$ cat src/ipc_pkg.sv
`default_nettype none

package ipc_pkg;

    localparam int MAX_LEN = 64;
    localparam int VAL_W   = 32;
    localparam int TOT_W   = 11;
    localparam int CNT_W   = $clog2(MAX_LEN);
    localparam int SUM_W   = ((CNT_W > TOT_W) ? CNT_W : TOT_W) + 1;

    typedef struct packed {
        logic signed [VAL_W-1:0] value;
        logic                    last;
    } t_in;

    typedef struct packed {
        logic [TOT_W-1:0] inversion_total;
        logic             overflow;
    } t_out;

    // element travelling down the cell chain
    typedef struct packed {
        logic                    vld;
        logic signed [VAL_W-1:0] value;
        logic                    last;
        logic                    placed;
        logic [CNT_W-1:0]        cnt;
    } t_token;

endpackage

`default_nettype wire

$ cat src/ipc_cell.sv
`default_nettype none

module ipc_cell
    import ipc_pkg::*;
(
    input  wire logic   i_clk,
    input  wire logic   i_rst_n,
    input  wire logic   i_adv,
    input  wire t_token i_tok,
    output t_token      o_tok
);

    logic                    r_full;
    logic signed [VAL_W-1:0] r_val;
    t_token                  r_tok;
    t_token                  n_tok;
    logic                    w_gt;
    logic                    w_store;

    always_comb begin
        w_gt    = r_full && (r_val > i_tok.value);
        w_store = i_tok.vld && !i_tok.placed && !r_full;
        n_tok   = i_tok;
        if (i_tok.vld && !i_tok.placed && w_gt) begin
            n_tok.cnt = i_tok.cnt + CNT_W'(1);
        end
        if (w_store) begin
            n_tok.placed = 1'b1;
        end
    end

    always_ff @(posedge i_clk) begin
        if (!i_rst_n) begin
            r_full <= 1'b0;
            r_tok  <= '0;
        end else if (i_adv) begin
            r_tok <= n_tok;
            // end of sequence empties the cell behind the last element
            if (i_tok.vld && i_tok.last) begin
                r_full <= 1'b0;
            end else if (w_store) begin
                r_full <= 1'b1;
            end
        end
    end

    always_ff @(posedge i_clk) begin
        if (i_adv && w_store) begin
            r_val <= i_tok.value;
        end
    end

    assign o_tok = r_tok;

endmodule

`default_nettype wire

$ cat config.mk
export PLATFORM = sky130hd
export DESIGN_NAME = ipc_cell
export DESIGN_NICKNAME = d
export VERILOG_FILES = /design/src/ipc_pkg.sv /design/src/ipc_cell.sv
export SDC_FILE = /design/constraint.sdc
export NUM_CORES = 1
export LEC_CHECK = 0
export ABC_AREA = 1
export BUFFER_PORTS_ARGS = -buffer_cell sky130_fd_sc_hd__clkbuf_2
export CAP_MARGIN = 20
export CORE_MARGIN = 3
export CORE_UTILIZATION = 53
export DETAILED_ROUTE_END_ITERATION = 12
export GPL_ROUTABILITY_DRIVEN = 0
export GPL_TIMING_DRIVEN = 0
export PLACE_DENSITY_LB_ADDON = 0.3
export SETUP_SLACK_MARGIN = 0.2
export SYNTH_ARGS = -nofsm -noshare
export SYNTH_HDL_FRONTEND = slang
export SYNTH_SLANG_ARGS = --single-unit
export TNS_END_PERCENT = 10
$ cat constraint.sdc
create_clock -name i_clk -period 4.81 [get_ports i_clk]
set_input_delay 0.2405 -clock i_clk [delete_from_list [all_inputs] [get_ports i_clk]]
set_output_delay 0.2405 -clock i_clk [all_outputs]
set_load 0.02 [all_outputs]
Yosys cells after proc, flatten, opt, wreduce, memory -nomap -nowiden
Index checks and enable logic that the tools add are counted.
Word-level totals
  flip-flop bits (word level): 74
  latch bits: 0
  memory bits (writable): 0
  ROM bits: 0
  memories: 0
Operators by class
  add/subtract/negate cells: 1
  $mul: 0
  divide/modulo/power cells: 0
  order comparisons: 1
  equality and inequality tests: 0
  shift operators: 0
  multiplexer cells: 4
  bitwise logic cells: 0
  reduce and logical (&&, ||, !) cells: 10
Operators by type and width (count)
  32-bit > comparator: 1
  6-bit by 1-bit adder with 6-bit output (second input constant): 1
  1-bit logical AND: 6
  6-bit two-way mux: 1
  1-bit two-way mux: 3
  1-bit zero test: 2
  2-bit AND reduction: 1
  2-bit nonzero test: 1

Longest topological paths before layout
  depth in word-level cells: 5
  mapped depth: 19

Least setup slack after synthesis
No wires, ideal clock.
  path kind: input port to flip-flop
  start: in i_adv
  end: reg r_full
  setup time: 0.081 ns
  data arrival time: 3.255 ns
  required time: 4.729 ns
  setup slack: 1.474 ns
  stages: 5
  cells stage by stage: clkbuf_1 inv_1 nor3_1 o21ai_0 a31oi_1
Between the ends
  longest elaborated chain between the ends: 1
Ends and longest elaborated chain
  start, declared: line ipc_cell.sv:8  | input wire logic i_adv,
  2-bit AND reduction (no line)
  end signal, assigned: line ipc_cell.sv:34  | r_full <= 1'b0;
  end signal, assigned: line ipc_cell.sv:40  | r_full <= 1'b0;
  end signal, assigned: line ipc_cell.sv:42  | r_full <= 1'b1;
  end, declared: line ipc_cell.sv:13  | logic r_full;
Every way passes these cells.
A chain may end at the register's enable or synchronous reset.

Worst setup path after layout
  start: reg r_val[15]
  end: reg r_tok (netlist bit o_tok[4])
Between the ends
  longest elaborated chain between the ends: 4
Ends and longest elaborated chain
  start, declared: line ipc_cell.sv:14  | logic signed [VAL_W-1:0] r_val;
  start signal, assigned: line ipc_cell.sv:49  | r_val <= i_tok.value;
  32-bit > comparator: line ipc_cell.sv:21  | w_gt = r_full && (r_val > i_tok.value);
  1-bit logical AND: line ipc_cell.sv:21
  1-bit logical AND: line ipc_cell.sv:24  | if (i_tok.vld && !i_tok.placed && w_gt) begin
  6-bit two-way mux: line ipc_cell.sv:24
  end signal, assigned: line ipc_cell.sv:37  | r_tok <= n_tok;
  end, declared: line ipc_cell.sv:15  | t_token r_tok;
Every way passes these cells.

==> results.cfg <==
[run_status]
status = complete, no violations

[power_and_ir_drop]
leakagePower_nw = 2.01
switching_share_pct = 25.4
clockPowerShare_pct = 39.3
power_density_nw_per_um2 = 353
p_sw_mw = 0.374
internal_power_mw = 1.10
combPwrFrac_pct = 13.1
pwr-share-seq_pct = 47.6
irDropWorstVdd_mv = 0.240

[synthesis]
ys_types = 26
netlist_top_cells_area = edfxtp_1, dfxtp_1, ha_1, a21oi_1, o21ai_0
synth_common_cells = a21oi_1, inv_1, nand2_1, dfxtp_1, o21ai_0
netlist_area_um2 = 3400
syn_nets = 437
avgSynthCellArea_um2 = 9.45
ys_seq_area_share_pct = 53.0
ys_seq_elements = 74
synth_warnings = 0
synthArstFlopShare_pct = 0
synth_edf_count = 32
netlist_instances = 360
synth_top_area_share_pct = 28.3
post-synth-top-count-cell = a21oi_1
yosys_most_used_dff = dfxtp_1
synth_top_area_cell = edfxtp_1

[cells_and_area]
antenna_cells = 0
nFillCells = 485
finish.net_count = 532
area_delta_synth_final_pct = 22.7
layout-drive-gt1-share_pct = 23.7
utilization_pct = 68.9
fin_cells = 535

[setup_path]
crit_arrival_ns = 2.34
crit_required_ns = 5.10
crit_path_top_delay_cell = edfxtp_1
cpLargestDelayFamily = compound AO/OA/AOI/OAI gates
critical_path_class = reg -> reg
end_kind = flop
start_kind = flop
cpPeakStageDelay_ns = 0.37
cp_cell_sequence = ha_1 > a21oi_1 > o21ai_0 > a21oi_1 > nand2_1 > nand2_2 > nand2_1 > a21oi_1 > nand4_1 > nand3_1 > nand2_1 > inv_1
worstPathMaxFanout = 5
cp_num_buf_inv = 1

[detailed_routing]
post_drt_wl_per_cell_um = 13.7
vias_per_cell = 5.18
wl_um = 7340
dr.first_iter.drc_count = 128
vias = 2770
ant_nets = 0
drt-pass1-iter-count = 6
drc = 0

[global_route]
grt.total_usage_pct = 21.4
grt_pass1_wl_um = 12400
antenna_found_initial = 0
grt-ovfl-total = 0
grt_max_degree = 14
grt_pass1_vias = 2724

[clock_tree]
htree_num_levels = 3
cts_setup_buffers = 0
worstSkewPairLatency_ns = 0.35
path_clk_slew_ns = 0.08
clock-root-buffer = clkbuf_8
cts_max_path_buffers = 2
hold_buffers = 0
cts_sinks = 74
cts_resized = 0
cts_buffers = 9
cts_tree = yes

[timing]
finalSetupTns_ns = 0
drv_slew = 0
rsz0062_at_grt = no
fin_skew_ns = 0.0107
period_minus_slack_ns = 2.05
finalHoldViolations = 0
fin_crit_sh_pct = 42.5
tightest_slew_ns = 0.887
max_freq_mhz = 489
final-setup-viol-count = 0
relSlewSlack_pct = 40.6
fin_hold_ws_ns = 0.0746

[floorplan]
start_util_pct = 56.1
rows = 28
die_y_um = 86.1
coreArea_um2 = 6060
die_w_um = 86.1
num_io_pins = 85
die_area_um2 = 7410

[hold_path]
min_path_type = in -> reg

[job]
maxCapViolations = 0

[placement]
io_buffers = 82
hpwl_um = 5440
post-place-cells = 519
-- power groups by stage --
stage / Combinational [mW] / Clock, mW / Sequential (mW)
floorplan: 0.0904 / 0 / 0.744
global placement: 0.186 / 0 / 0.716
detailed placement: 0.192 / 0 / 0.716
CTS: 0.195 / 0.589 / 0.702
global route: 0.218 / 0.621 / 0.705
finish: 0.193 / 0.580 / 0.702
-- final timing paths --
| check | cells after the start | slack, ns | endpoint | startpoint |
|---|---|---|---|---|
| max | 12 | 2.76 | o_tok[4]$_SDFFE_PN0P_ | r_val[15]$_DFFE_PP_ |
| min | 1 | 0.07 | r_val[28]$_DFFE_PP_ | i_tok[36] |
| min reg2reg | 2 | 0.47 | o_tok[7]$_SDFFE_PN0P_ | o_tok[7]$_SDFFE_PN0P_ |
| max reg2reg | 12 | 2.76 | o_tok[4]$_SDFFE_PN0P_ | r_val[15]$_DFFE_PP_ |
-- state kept, by name, summed over array words and instances (netlist names) --
name and cells:
o_tok 41, r_full 1, r_val 32
-- layer usage --
layer	vias to the layer above	GRT usage, %	routed length [um]
met5	-	0	0
met4	0	7.48	72
met3	7	5.67	464
met2	79	34.4	3480
met1	1271	28.0	3320
li1	1413	-	-
-- metrics by stage --
| step | instance area (um^2) | total power, mW | worst slack, ns |
|---|---|---|---|
| 6_report | 4170 | 1.47 | 2.76 |
| 5_1_grt | 4170 | 1.54 | 2.56 |
| 4_1_cts | 4170 | 1.49 | 2.73 |
| 3_5_place_dp | 3930 | 0.909 | 2.70 |
| 3_3_place_gp | 3910 | 0.901 | 0.141 |
| 2_1_floorplan | 3400 | 0.835 | 1.47 |
-- cell families (layout without fill, tap and decap cells) --
family                   after synthesis  after routing  synth area share (%)
AO/OA/AOI/OAI                         98             98                  14.9
AND/OR/NAND/NOR                       88             88                  12.0
flip-flops                            74             74                  53.0
buffers and inverters                 63            163                  6.95
adder cells (fa/ha/maj)               33             33                  12.1
XOR/XNOR                               4              4                  1.03
-- layout by cell type, fill, tap and decap left out, types with 2 or more instances in the layout --
cell type	count
nand4_1	7
clkbuf_8	9
buf_6	2
bufinv_16	3
clkbuf_2	82
clkinvlp_4	2
nand2_1	49
inv_1	50
nor2_1	16
xnor2_1	3
edfxtp_1	32
a31oi_1	3
nand3_1	6
a21oi_1	51
o21a_1	2
ha_1	33
clkbuf_1	13
nand2_2	2
o21ai_0	40
dfxtp_1	42
-- layout make-up --
cell class	instances	area [um^2]	area share [%]
buffer	13	48.8	1.17
tap	75	93.8	2.25
clock buffer	9	124	2.97
clock inverter	7	118	2.82
timing repair buffer	84	433	10.4
sequential	74	1800	43.2
multi-input combinational	223	1370	32.8
inverter	50	188	4.50
Power figures use the tool's default switching activity.
