## config.mk

```make
export PLATFORM = sky130hd
export DESIGN_NAME = ipc_tail
export DESIGN_NICKNAME = d
export VERILOG_FILES = /design/src/ipc_pkg.sv /design/src/ipc_tail.sv
export SDC_FILE = /design/constraint.sdc
export NUM_CORES = 1
export LEC_CHECK = 0
export BUFFER_PORTS_ARGS = -buffer_cell sky130_fd_sc_hd__buf_2
export CAP_MARGIN = 5
export CORE_AREA = 2 2 55 57
export DETAILED_ROUTE_END_ITERATION = 10
export DIE_AREA = 0 0 57 59
export GPL_TIMING_DRIVEN = 0
export PLACE_DENSITY_LB_ADDON = 0.2
export SLEW_MARGIN = 20
export SYNTH_ARGS = -nofsm -noshare
export SYNTH_HDL_FRONTEND = slang
export SYNTH_SLANG_ARGS = --single-unit
```

## constraint.sdc

```tcl
create_clock -name i_clk -period 3.6 [get_ports i_clk]
set_input_delay 0.72 -clock i_clk [delete_from_list [all_inputs] [get_ports i_clk]]
set_output_delay 0.72 -clock i_clk [all_outputs]
set_load 0.05 [all_outputs]
```

## src/ipc_pkg.sv

```systemverilog
`default_nettype none

package ipc_pkg;

    localparam int MAX_LEN = 64;
    localparam int VAL_W   = 32;
    localparam int TOT_W   = 11;
    localparam int CNT_W   = $clog2(MAX_LEN);
    localparam int SUM_W   = ((CNT_W > TOT_W) ? CNT_W : TOT_W) + 1;

    typedef struct packed {
        logic signed [VAL_W-1:0] value;
        logic                    last;
    } t_in;

    typedef struct packed {
        logic [TOT_W-1:0] inversion_total;
        logic             overflow;
    } t_out;

    // element travelling down the cell chain
    typedef struct packed {
        logic                    vld;
        logic signed [VAL_W-1:0] value;
        logic                    last;
        logic                    placed;
        logic [CNT_W-1:0]        cnt;
    } t_token;

endpackage

`default_nettype wire

```

## src/ipc_tail.sv

```systemverilog
`default_nettype none

module ipc_tail
    import ipc_pkg::*;
(
    input  wire logic   i_clk,
    input  wire logic   i_rst_n,
    input  wire logic   i_adv,
    input  wire t_token i_tok,
    input  wire logic   i_out_ready,
    output logic        o_out_valid,
    output t_out        o_out_data
);

    localparam logic [SUM_W-1:0] TOT_MAX = SUM_W'((2 ** TOT_W) - 1);

    logic [TOT_W-1:0] r_total;
    logic             r_ovf;
    logic             r_out_valid;
    t_out             r_out;
    logic [SUM_W-1:0] w_sum;
    logic [TOT_W-1:0] n_total;
    logic             n_ovf;

    always_comb begin
        w_sum = SUM_W'(r_total) + (i_tok.placed ? SUM_W'(i_tok.cnt) : SUM_W'(0));
        n_total = (w_sum > TOT_MAX) ? TOT_W'(TOT_MAX) : w_sum[TOT_W-1:0];
        n_ovf   = r_ovf || !i_tok.placed;
    end

    always_ff @(posedge i_clk) begin
        if (!i_rst_n) begin
            r_total     <= '0;
            r_ovf       <= 1'b0;
            r_out_valid <= 1'b0;
        end else begin
            if (i_adv && i_tok.vld) begin
                if (i_tok.last) begin
                    r_total <= '0;
                    r_ovf   <= 1'b0;
                end else begin
                    r_total <= n_total;
                    r_ovf   <= n_ovf;
                end
            end
            if (i_adv) begin
                r_out_valid <= i_tok.vld && i_tok.last;
            end else if (i_out_ready) begin
                r_out_valid <= 1'b0;
            end
        end
    end

    always_ff @(posedge i_clk) begin
        if (i_adv && i_tok.vld && i_tok.last) begin
            r_out.inversion_total <= n_total;
            r_out.overflow        <= n_ovf;
        end
    end

    assign o_out_valid = r_out_valid;
    assign o_out_data  = r_out;

endmodule

`default_nettype wire

```

Word level (Yosys, flattened, before mapping)
Index checks and enable logic that the tools add are counted.
{"block": "word_totals", "reg_bits": 25, "in_bits": 45, "out_inout_bits": 13, "wordCells": 19}
{"block": "op_classes", "add_sub_neg": 1, "magnitude_cmp": 1, "mux": 6, "n_reduce_logical": 6}
{"operator": "2-to-1 mux 11 bit", "n": 2}
{"operator": "adder 11 x 6 -> 12 bit", "n": 1}
{"operator": "greater-than comparator 12 x 11 -> 1 bit (second input constant)", "n": 1}
{"operator": "2-to-1 mux 6 bit", "n": 1}
{"operator": "logical AND 1 bit", "n": 3}
{"operator": "2-to-1 mux 1 bit", "n": 3}
{"operator": "nonzero test 2 bit", "n": 1}
{"operator": "zero test 1 bit", "n": 1}
{"operator": "logical OR 1 bit", "n": 1}

Depth between registers and ports, before layout
Gate-level depths: netlist of run 1.
{"block": "logic_depth", "ltp_word": 5, "ltp_mapped": 8, "ltp_nobuf": 8}

Least setup slack after synthesis of run 1
Ideal clock, no wire load.
{"block": "synth_path", "path_type": "input port to flip-flop", "start": "input port i_tok[0] (netlist name)", "end": "register r_out (netlist bit o_out_data[7]), data pin", "setup_ns": 0.255, "t_arrival_ns": 2.268, "required_ns": 3.345, "slack_ns": 1.076, "stages": 8, "path_buffers": 0, "cell_sequence": "and2_1 ha_1 fa_1 a211oi_1 o21ai_1 o21a_1 xnor2_1 nand2_1"}
{"block": "synth_via", "elab_chain_cells": 4}
{"item": "from (decl)", "line_no": "ipc_tail.sv:9", "text": "input wire t_token i_tok,"}
{"item": "2-to-1 mux 6 bit (*)", "line_no": "ipc_tail.sv:26", "text": "w_sum = SUM_W'(r_total) + (i_tok.placed ? SUM_W'(i_tok.cnt) : SUM_W'(0));"}
{"item": "adder 11 x 6 -> 12 bit (*)", "line_no": "ipc_tail.sv:26"}
{"item": "greater-than comparator 12 x 11 -> 1 bit", "line_no": "ipc_tail.sv:27", "text": "n_total = (w_sum > TOT_MAX) ? TOT_W'(TOT_MAX) : w_sum[TOT_W-1:0];"}
{"item": "2-to-1 mux 11 bit (*)", "line_no": "ipc_tail.sv:27"}
{"item": "named net n_total[6]", "line_no": "ipc_tail.sv:22", "text": "logic [TOT_W-1:0] n_total;"}
{"item": "to (decl)", "line_no": "ipc_tail.sv:20", "text": "t_out r_out;"}
The timed path passes the listed nets; every way through them passes the cells marked *.
A chain may end at the register's enable or synchronous reset.

Worst setup path after layout of run 1
{"block": "layout_path", "start": "input port i_tok[6] (netlist name)", "end": "register r_out (netlist bit o_out_data[7]), data pin"}
The elaborated chain is that of the path after synthesis.

==> results of run 1 <==
state kept, by name, indices dropped and copies added, names as in the netlist:
name	count
o_out_data	12
o_out_valid	1
r_total	11
r_ovf	1
layout make-up:
cell class	instances	area, µm²	share of cell area, %
Multi-Input combinational cell	92	659	44.0
Sequential cell	25	621	41.4
Timing Repair Buffer	25	125	8.35
Tap cell	31	38.8	2.59
Clock buffer	4	26.3	1.75
Buffer	4	23.8	1.59
Inverter	1	3.75	0.251
cell families after synthesis:
family | synth area share (%)
AO/OA/AOI/OAI | 25.7
AND/OR/NAND/NOR | 14.1
flip-flops | 47.5
adder cells (fa/ha/maj) | 7.27
XOR/XNOR | 3.35
buffers and inverters | 2.10
power breakdown:
part / leakage, nW / internal [mW] / switching, mW / total [mW]
sequential: 0.215 / 0.305 / 0.00228 / 0.307
combinational: 0.418 / 0.0220 / 0.0422 / 0.0641
clock: 0.0150 / 0.0433 / 0.0830 / 0.126
cell usage in the layout (no fill, tap or decap), types with 4 or more instances in the layout:
cell type / n
nor2_1: 6
a21oi_1: 11
and2_1: 7
edfxtp_1: 12
a22o_1: 6
dfxtp_1: 13
buf_2: 26
a31oi_1: 4
nand2_1: 9
o21ai_0: 5
ha_1: 6
layer usage:
layer  share of wire, %  global-route usage (%)  routed length (µm)
met1                 46                    22.9                1210
met4               0.84                    5.98                  22
met5                  0                       0                   0
met3                5.4                    2.62                 141
met2                 47                    29.2                1240
path summary, 6_finish.rpt:
check	cells past startpoint	from	slack, ps	endpoint
worst max-delay path	9	i_tok[6]	1080	o_out_data[7]
worst min-delay path	1	r_total[4]	510	r_total[4]
worst max register to register	7	r_total[0]	1420	o_out_data[7]
worst min register to register	1	r_total[4]	510	r_total[4]
per-stage QoR:
step	hold WS (ps)	setup slack, ps	cells	power (mW)	cell area (µm²)
final	505	1080	182	0.497	1500
after global routing	526	898	182	0.519	1500
after CTS	503	1060	182	0.500	1500
after detailed placement	469	721	178	0.377	1470
after global placement	463	745	178	0.376	1470
after floorplan	449	1080	122	0.358	1310
==> summary.md, run 1 <==
| Metric | Value |
|---|---|
| Most frequent cells after synthesis | 13 x dfxtp_1, 12 x edfxtp_1, 11 x a21oi_1 |
| Max VDD drop | 0.219 mV |
| Ant diodes | 0 |
| Outcome | finished clean |
| Critical Path End Type | flop |
| Filler cell count | 257 |
| Die Span X | 57 µm |
| CTS sink cnt | 25 |
| Ports | 58 |
| Slowest Stage Delay on Critical Path | 430 ps |
| Clock transition at the registers of the reported paths | 130 ps |
| Layout area overhead | 14.5% |
| Post-CTS Hold Buffers | 0 |
| Final Net Count | 204 |
| Netlist cell types | 39 |
| Seq/Total Area, Yosys | 47.5% |
| PD cells | 332 nW/µm² |
| Iter 0 DRT Violations | 31 |
| Post-CTS Resized | 0 |
| Mean Syn Cell Area | 10.7 µm² |
| Total CTS buffers | 3 |
| Ranking of synthesized cells by area | edfxtp_1 28%, dfxtp_1 20%, ha_1 5.7% |
| Die Area | 3360 µm² |
| Hold Path Class | reg -> reg |
| WP buf/inv | 1 |
| CP Class | in -> reg |
| Synthesized area | 1310 µm² |
| Initial antenna violation count | 0 |
| Number of synthesized flops with an enable pin | 12 |
| HPWL after detailed placement | 1930 µm |
| Max Cap Violations | 0 |
| Setup bufs post-CTS | 0 |
| Yosys top cell area share | 27.6% |
| Slew @ Worst Pin | 775 ps |
| Required @ worst endpoint | 3690 ps |
| DR pass1 iterations | 4 |
| Die height | 59 µm |
| GRT Overall Usage | 17.3% |
| CTS tree | done |
| Routability congestion estimate from global placement | 0.859 |
| Share of layout cells above drive strength 1 | 21.9% |
| Port buffer count | 25 |
| Core region area | 2710 µm² |
| Remaining DRCs | 0 |
| Synth Instances | 122 |
| Clock Latency Late Sink | 310 ps |
| Worst EP arrival | 2610 ps |
| Hold Vio Cnt, Final | 0 |
| H-tree depth | 1 |
| Net count after synthesis | 174 |
| FFs w/ async S/R, synth | 0% |
| Cell breakdown of the critical path | buf_2, and2_1, ha_1, fa_1, a211oi_1, o21ai_1, o21a_1, xnor2_1, nand2_1 |
| Fmax | 397 MHz |
| CP Max Fanout | 8 |
| Mean routed wirelength per cell | 14.4 µm |
| Synth area leader | edfxtp_1 |
| Largest net degree at the start of global routing | 14 |
| Final setup fails | 0 |
| Pins over their slew limit | 0 |
| Worst Setup Start Kind | input port |
| Pleak | 0.648 nW |
| Clk root buf | clkbuf_4 |
| Final core occ | 55.3% |
| Vias in the first global route | 981 |
| Average via count per standard cell | 5.78 |
| Tcrit/Tclk final | 70.0% |
| RSZ-0062 raised after global routing | no |
| DR vias | 1052 |
| Main synth FF type | dfxtp_1 |
| Most common cell in the synthesized netlist | dfxtp_1 |
| Synth warnings | 0 |
| Antenna Violating Nets Remaining | 0 |
| Setup total negative slack | 0 ps |
| Final Skew | 2.86 ps |
| Slew headroom | 48.1% |
| Final wirelength | 2620 µm |
| Grt ovf | 0 |
| Worst path top cell family by delay | compound AO/OA/AOI/OAI gates |
| CTS max path bufs | 2 |
| Fin crit period | 2520 ps |
| Global-route wire length before repair | 4430 µm |
| Yosys reg bits | 25 |
| Row count | 19 |
| Critical Path Slowest Stage Cell | fa_1 |
| Starting density of the core | 48.2% |
No activity file was read; power rests on OpenSTA's default activity.
==> run 2, diff against run 1 <==
--- a/config.mk
+++ b/config.mk
@@ -7,9 +7,9 @@
 export LEC_CHECK = 0
 export BUFFER_PORTS_ARGS = -buffer_cell sky130_fd_sc_hd__buf_2
 export CAP_MARGIN = 5
-export CORE_AREA = 2 2 55 57
+export CORE_AREA = 2 2 57 59
 export DETAILED_ROUTE_END_ITERATION = 10
-export DIE_AREA = 0 0 57 59
+export DIE_AREA = 0 0 59 61
 export GPL_TIMING_DRIVEN = 0
 export PLACE_DENSITY_LB_ADDON = 0.2
 export SLEW_MARGIN = 20
==> constraint.sdc (replaced) <==
create_clock -name i_clk -period 2.51 [get_ports i_clk]
set_input_delay 0.502 -clock i_clk [delete_from_list [all_inputs] [get_ports i_clk]]
set_output_delay 0.502 -clock i_clk [all_outputs]
set_load 0.05 [all_outputs]
==> run 2 against run 1 <==
  * Wire length is 0.23% higher
  * Clock power grew 45%
  * Flip-flop and latch count stayed put
  * Final cell count grew 1.1%
  * Non-clock buffer count is the same
  * Largest cell class unchanged
==> summary.md, run 2 (synthesis results as in run 1) <==
| Metric | Value |
|---|---|
| Outcome | finished clean |
| Slew headroom | 49.6% (+1.5 points) |
| DR vias | 1044 (-0.76%) |
| Max Cap Violations | 0 (unchanged) |
| Pins over their slew limit | 0 (unchanged) |
| Core region area | 2950 µm² (+9.0%) |
| Remaining DRCs | 0 (unchanged) |
| Final instance area | 1500 µm² (+0.17%) |
| Grt ovf | 0 (unchanged) |
| Most common cell after layout, fill and taps aside | buf_2 |
| Global-route wire length before repair | 4260 µm (-3.7%) |
| CTS max path bufs | 2 (unchanged) |
| Clock transition at the registers of the reported paths | 130 ps (about the same) |
| DR pass1 iterations | 4 (unchanged) |
| Iter 0 DRT Violations | 25 (-19%) |
| CTS sink cnt | 25 (unchanged) |
| Final Skew | 3.15 ps (+0.293 ps) |
| Slew @ Worst Pin | 753 ps (-22.3 ps) |
| Hold Path Class | in -> reg |
| Required @ worst endpoint | 2610 ps (-1080 ps) |
| Fin crit period | 2360 ps |
| Layout area overhead | 14.7% |
| Number of flip-flops in the largest register | 12 (unchanged) |
| GRT Overall Usage | 16.1% (-1.3 points) |
| CTS tree | done |
| Vias in the first global route | 924 (-5.8%) |
| Pleak | 0.648 nW (unchanged) |
| Critical Path End Type | flop |
| Total CTS buffers | 3 (unchanged) |
| Fmax | 423 MHz |
| Filler cell count | 292 (+14%) |
| PD cells | 477 nW/µm² (+44%) |
| Post-CTS Hold Buffers | 0 (unchanged) |
| Hold Vio Cnt, Final | 0 (unchanged) |
| Worst EP arrival | 2460 ps (-150 ps) |
| Routability congestion estimate from global placement | 0.875 (+1.9%) |
| Post-CTS Resized | 0 (unchanged) |
| Clock Latency Late Sink | 320 ps (about the same) |
| H-tree depth | 1 (unchanged) |
| CP Class | in -> reg |
| Die Span X | 59 µm (+3.5%) |
| Share of layout cells above drive strength 1 | 21.9% (unchanged) |
| Placed instance area | 1470 µm² (+0.17%) |
| Final wirelength | 2620 µm (+0.23%) |
| Port buffer count | 25 (unchanged) |
| Total power draw | 0.716 mW (+44%) |
| Minimum hold slack | 443 ps (-62.7 ps) |
| Final setup fails | 0 (unchanged) |
| Setup bufs post-CTS | 0 (unchanged) |
| Largest net degree at the start of global routing | 14 (unchanged) |
| Initial antenna violation count | 0 (unchanged) |
| Die height | 61 µm (+3.4%) |
| Clk root buf | clkbuf_4 |
| Most frequent cells in the layout | 26 x buf_2, 13 x dfxtp_1, 12 x edfxtp_1, 11 x a21oi_1, 9 x nand2_1 |
| CP Max Fanout | 8 (unchanged) |
| Antenna Violating Nets Remaining | 0 (unchanged) |
| RSZ-0062 raised after global routing | no |
| Final Net Count | 204 (unchanged) |
| Ant diodes | 0 (unchanged) |
| Ports | 58 (unchanged) |
| Average via count per standard cell | 5.67 (-1.8%) |
| Worst Setup Start Kind | input port |
| Die Area | 3600 µm² (+7.0%) |
| Starting density of the core | 44.3% (-4.0 points) |
| Tcrit/Tclk final | 94.2% |
| Mean routed wirelength per cell | 14.2 µm (-0.86%) |
| Max VDD drop | 0.256 mV (+17%) |
| Row count | 20 (+1) |
| HPWL after detailed placement | 1900 µm (-1.3%) |
## run 2: cell counts in the layout (fill, tap and decap cells not counted)
Identical to the previous run, type by type.
## run 2: worst max-delay path, cell delays in order
cell and delay [ps]:
buf_2 150, and2_1 150, ha_1 220, fa_1 440
a211oi_1 360, o21ai_1 220, o21a_1 180, xnor2_1 150
nand2_1 80
## run 2: final timing paths
kind / slack [ps] / to / cells past startpoint / start
worst max-delay path: 150 / o_out_data[7] / 9 / i_tok[6]
worst min register to register: 500 / r_total[5] / 1 / r_total[5]
worst min-delay path: 440 / o_out_valid / 2 / i_rst_n
worst max register to register: 270 / o_out_data[7] / 7 / r_total[0]
## run 2: power by group
group	switching, mW	internal [mW]	total (mW)
clock	0.121	0.0623	0.183
sequential	0.00323	0.437	0.440
combinational	0.0610	0.0314	0.0924
total	0.185	0.531	0.716
## run 2: area by class of cell
type                    instances  area (µm²)  area share (%)
plain buffers                   4        23.8            1.58
clock buffers                   4        26.3            1.75
repair buffers                 25         125            8.34
inverters                       1        3.75           0.250
flip-flops and latches         25         621            41.4
well taps                      33        41.3            2.75
multi-input cells              92         659            44.0
## run 2: routing by layer
layer  share of wire (%)  GRT usage, %
met1                  47          21.4
met2                  48          26.0
met3                 3.4          2.56
met4                 1.6          6.82
met5                   0             0
## run 2: stage by stage
stage	setup TNS, ps	std cells	utilization, %	setup slack (ps)
detailed placement	-556	180	49.9	-171
floorplan	0	122	-	204
global placement	-331	180	49.9	-121
global route	0	184	50.8	29.9
CTS	0	184	50.8	167
finish	0	184	50.8	146
==> run 3, diff against run 2 <==
--- a/config.mk
+++ b/config.mk
@@ -5,11 +5,11 @@
 export SDC_FILE = /design/constraint.sdc
 export NUM_CORES = 1
 export LEC_CHECK = 0
-export BUFFER_PORTS_ARGS = -buffer_cell sky130_fd_sc_hd__buf_2
+export BUFFER_PORTS_ARGS = -buffer_cell sky130_fd_sc_hd__clkbuf_2
 export CAP_MARGIN = 5
-export CORE_AREA = 2 2 57 59
+export CORE_AREA = 2 2 72 47
 export DETAILED_ROUTE_END_ITERATION = 10
-export DIE_AREA = 0 0 59 61
+export DIE_AREA = 0 0 74 49
 export GPL_TIMING_DRIVEN = 0
 export PLACE_DENSITY_LB_ADDON = 0.2
 export SLEW_MARGIN = 20
==> run 3 against run 2 <==
  * Global-route usage up 0.78 points
  * Wire length grew 7.8%
  * First-iteration DRC count increased by 72%
  * Combinational power increased by 1%
  * Cell area is 2.7% higher
  * Clock skew fell by 0.97 ps
  * Clock power increased by 30%
  * Final cell count rose by 6.5%
  * Largest cell class unchanged
  * Core utilization up 0.15 points
  * Non-clock buffer count unchanged
  * Via count is essentially flat
  * Worst hold slack gained 51 ps
==> summary.md, run 3 (synthesis results as in run 1) <==
| Metric | Value |
|---|---|
| H-tree depth | 1 (unchanged) |
| Die Span X | 74 µm (+25%) |
| CTS tree | done |
| Starting density of the core | 43.3% (-1.0 points) |
| Share of layout cells above drive strength 1 | 23.2% (+1.3 points) |
| WP buf/inv | 1 (unchanged) |
| Final wirelength | 2830 µm (+7.8%) |
| Initial antenna violation count | 0 (unchanged) |
| Global-route wire length before repair | 4660 µm (+9.2%) |
| Mean routed wirelength per cell | 14.4 µm (+1.2%) |
| Final instance area | 1540 µm² (+2.7%) |
| Number of flip-flops in the largest register | 12 (unchanged) |
| Fmax | 422 MHz (-0.32%) |
| PD cells | 501 nW/µm² (+5.1%) |
| DP Worst Slack | -199 ps (-28.6 ps) |
| Ports | 58 (unchanged) |
| Antenna Violating Nets Remaining | 0 (unchanged) |
| Row count | 16 (-20%) |
| Ant diodes | 0 (unchanged) |
| Minimum hold slack | 494 ps (+51.2 ps) |
| DR pass1 iterations | 4 (unchanged) |
| RSZ-0062 raised after global routing | no |
| Fin crit period | 2370 ps (+7.58 ps) |
| Final setup fails | 0 (unchanged) |
| Largest net degree at the start of global routing | 15 (+1) |
| CTS sink cnt | 25 (unchanged) |
| Slew headroom | 52.3% (+2.7 points) |
| Clock Latency Late Sink | 270 ps (-50 ps) |
| Max VDD drop | 0.258 mV (+0.83%) |
| Non-Filler Instances | 196 (+6.5%) |
| Hold Vio Cnt, Final | 0 (unchanged) |
| Total power draw | 0.772 mW (+7.9%) |
| Pins over their slew limit | 0 (unchanged) |
| Final Net Count | 204 (unchanged) |
| Post-CTS Resized | 0 (unchanged) |
| DR vias | 1043 (-0.096%) |
| Post-CTS Hold Buffers | 0 (unchanged) |
| Critical Path Slowest Stage Cell | fa_1 |
| Most frequent cells in the layout | 25 x clkbuf_2, 13 x dfxtp_1, 12 x edfxtp_1, 11 x a21oi_1, 9 x nand2_1 |
| Max Cap Violations | 0 (unchanged) |
| Critical Path End Type | flop |
| Most common cell after layout, fill and taps aside | clkbuf_2 |
| Placed instance count | 192 (+6.7%) |
| Sequential standard cell area | 621 µm² (unchanged) |
| Cell breakdown of the critical path | clkbuf_2, and2_1, ha_1, fa_1, a211oi_2, o21ai_1, o21a_1, xnor2_1, nand2_1 |
| Worst EP arrival | 2400 ps (-60 ps) |
| Core region area | 3020 µm² (+2.4%) |
| Worst Setup Start Kind | input port |
| Filler cell count | 281 (-3.8%) |
| Average via count per standard cell | 5.32 (-6.2%) |
| CP Max Fanout | 8 (unchanged) |
| Final WS setup | 138 ps (-7.58 ps) |
| Required @ worst endpoint | 2540 ps (-70 ps) |
| Iter 0 DRT Violations | 43 (+72%) |
| Tcrit/Tclk final | 94.5% (+0.30 points) |
| Setup total negative slack | 0 ps (unchanged) |
| Slew @ Worst Pin | 712 ps (-40.6 ps) |
| Worst path top cell family by delay | adder cells |
| Vias in the first global route | 970 (+5.0%) |
| Port buffer count | 25 (unchanged) |
| Clk root buf | clkbuf_8 |
| Clock transition at the registers of the reported paths | 90 ps (-40 ps) |
| Slowest Stage Delay on Critical Path | 450 ps (about the same) |
| Remaining DRCs | 0 (unchanged) |
| Die height | 49 µm (-20%) |
| Hold Path Class | reg -> reg |
| Placed instance area | 1490 µm² (+1.0%) |
| Die Area | 3630 µm² (+0.75%) |
| Layout area overhead | 17.8% |
| Grt ovf | 0 (unchanged) |
| CP Class | in -> reg |
| Pleak | 0.664 nW (+2.5%) |
| CTS max path bufs | 2 (unchanged) |
| Final core occ | 51.0% (+0.15 points) |
| Final Skew | 2.19 ps (-0.965 ps) |
| Total CTS buffers | 3 (unchanged) |
| HPWL after detailed placement | 2050 µm (+7.6%) |
| Outcome | finished clean |
| Routability congestion estimate from global placement | 0.783 (-10%) |
| GRT Overall Usage | 16.8% (+0.78 points) |
| Setup bufs post-CTS | 0 (unchanged) |
| Multi-input logic area | 664 µm² (+0.76%) |
[run 3: worst register-to-register path, stage by stage (launching register included)]
cell	delay (ps)
dfxtp_1	330
ha_1	250
fa_1	450
a211oi_2	280
o21ai_1	190
o21a_1	190
xnor2_1	160
nand2_1	80
[run 3: worst paths after layout]
kind                    from            end  slack [ps]  cells past startpoint
setup / recovery    i_tok[6]  o_out_data[7]         140                      9
hold / removal    r_total[2]     r_total[2]         490                      1
hold reg to reg   r_total[2]     r_total[2]         490                      1
setup reg to reg  r_total[0]  o_out_data[7]         350                      7
[run 3: power by group]
part           switching, mW  total (mW)  internal [mW]  leakage [nW]
registers            0.00390       0.440          0.437         0.215
logic                 0.0621      0.0936         0.0315         0.424
clock network          0.127       0.238          0.111        0.0255
total                  0.193       0.772          0.579         0.664
[run 3: area by class of cell]
cell class,instances,share of cell area (%)
buffer,4,1.54
clock buffer,3,2.68
clock inverter,1,0.325
inverter,1,0.244
multi-input combinational,92,43.1
sequential,25,40.3
tap,45,3.66
timing repair buffer,25,8.12
[run 3: metal layers]
layer	routed length [µm]	vias up	part of all wire, %	track usage, %
met5	0	-	0	0
met4	13	0	0.46	1.82
met3	123	2	4.4	4.96
met2	1210	22	43	24.9
met1	1480	495	52	25.2
li1	-	524	-	-
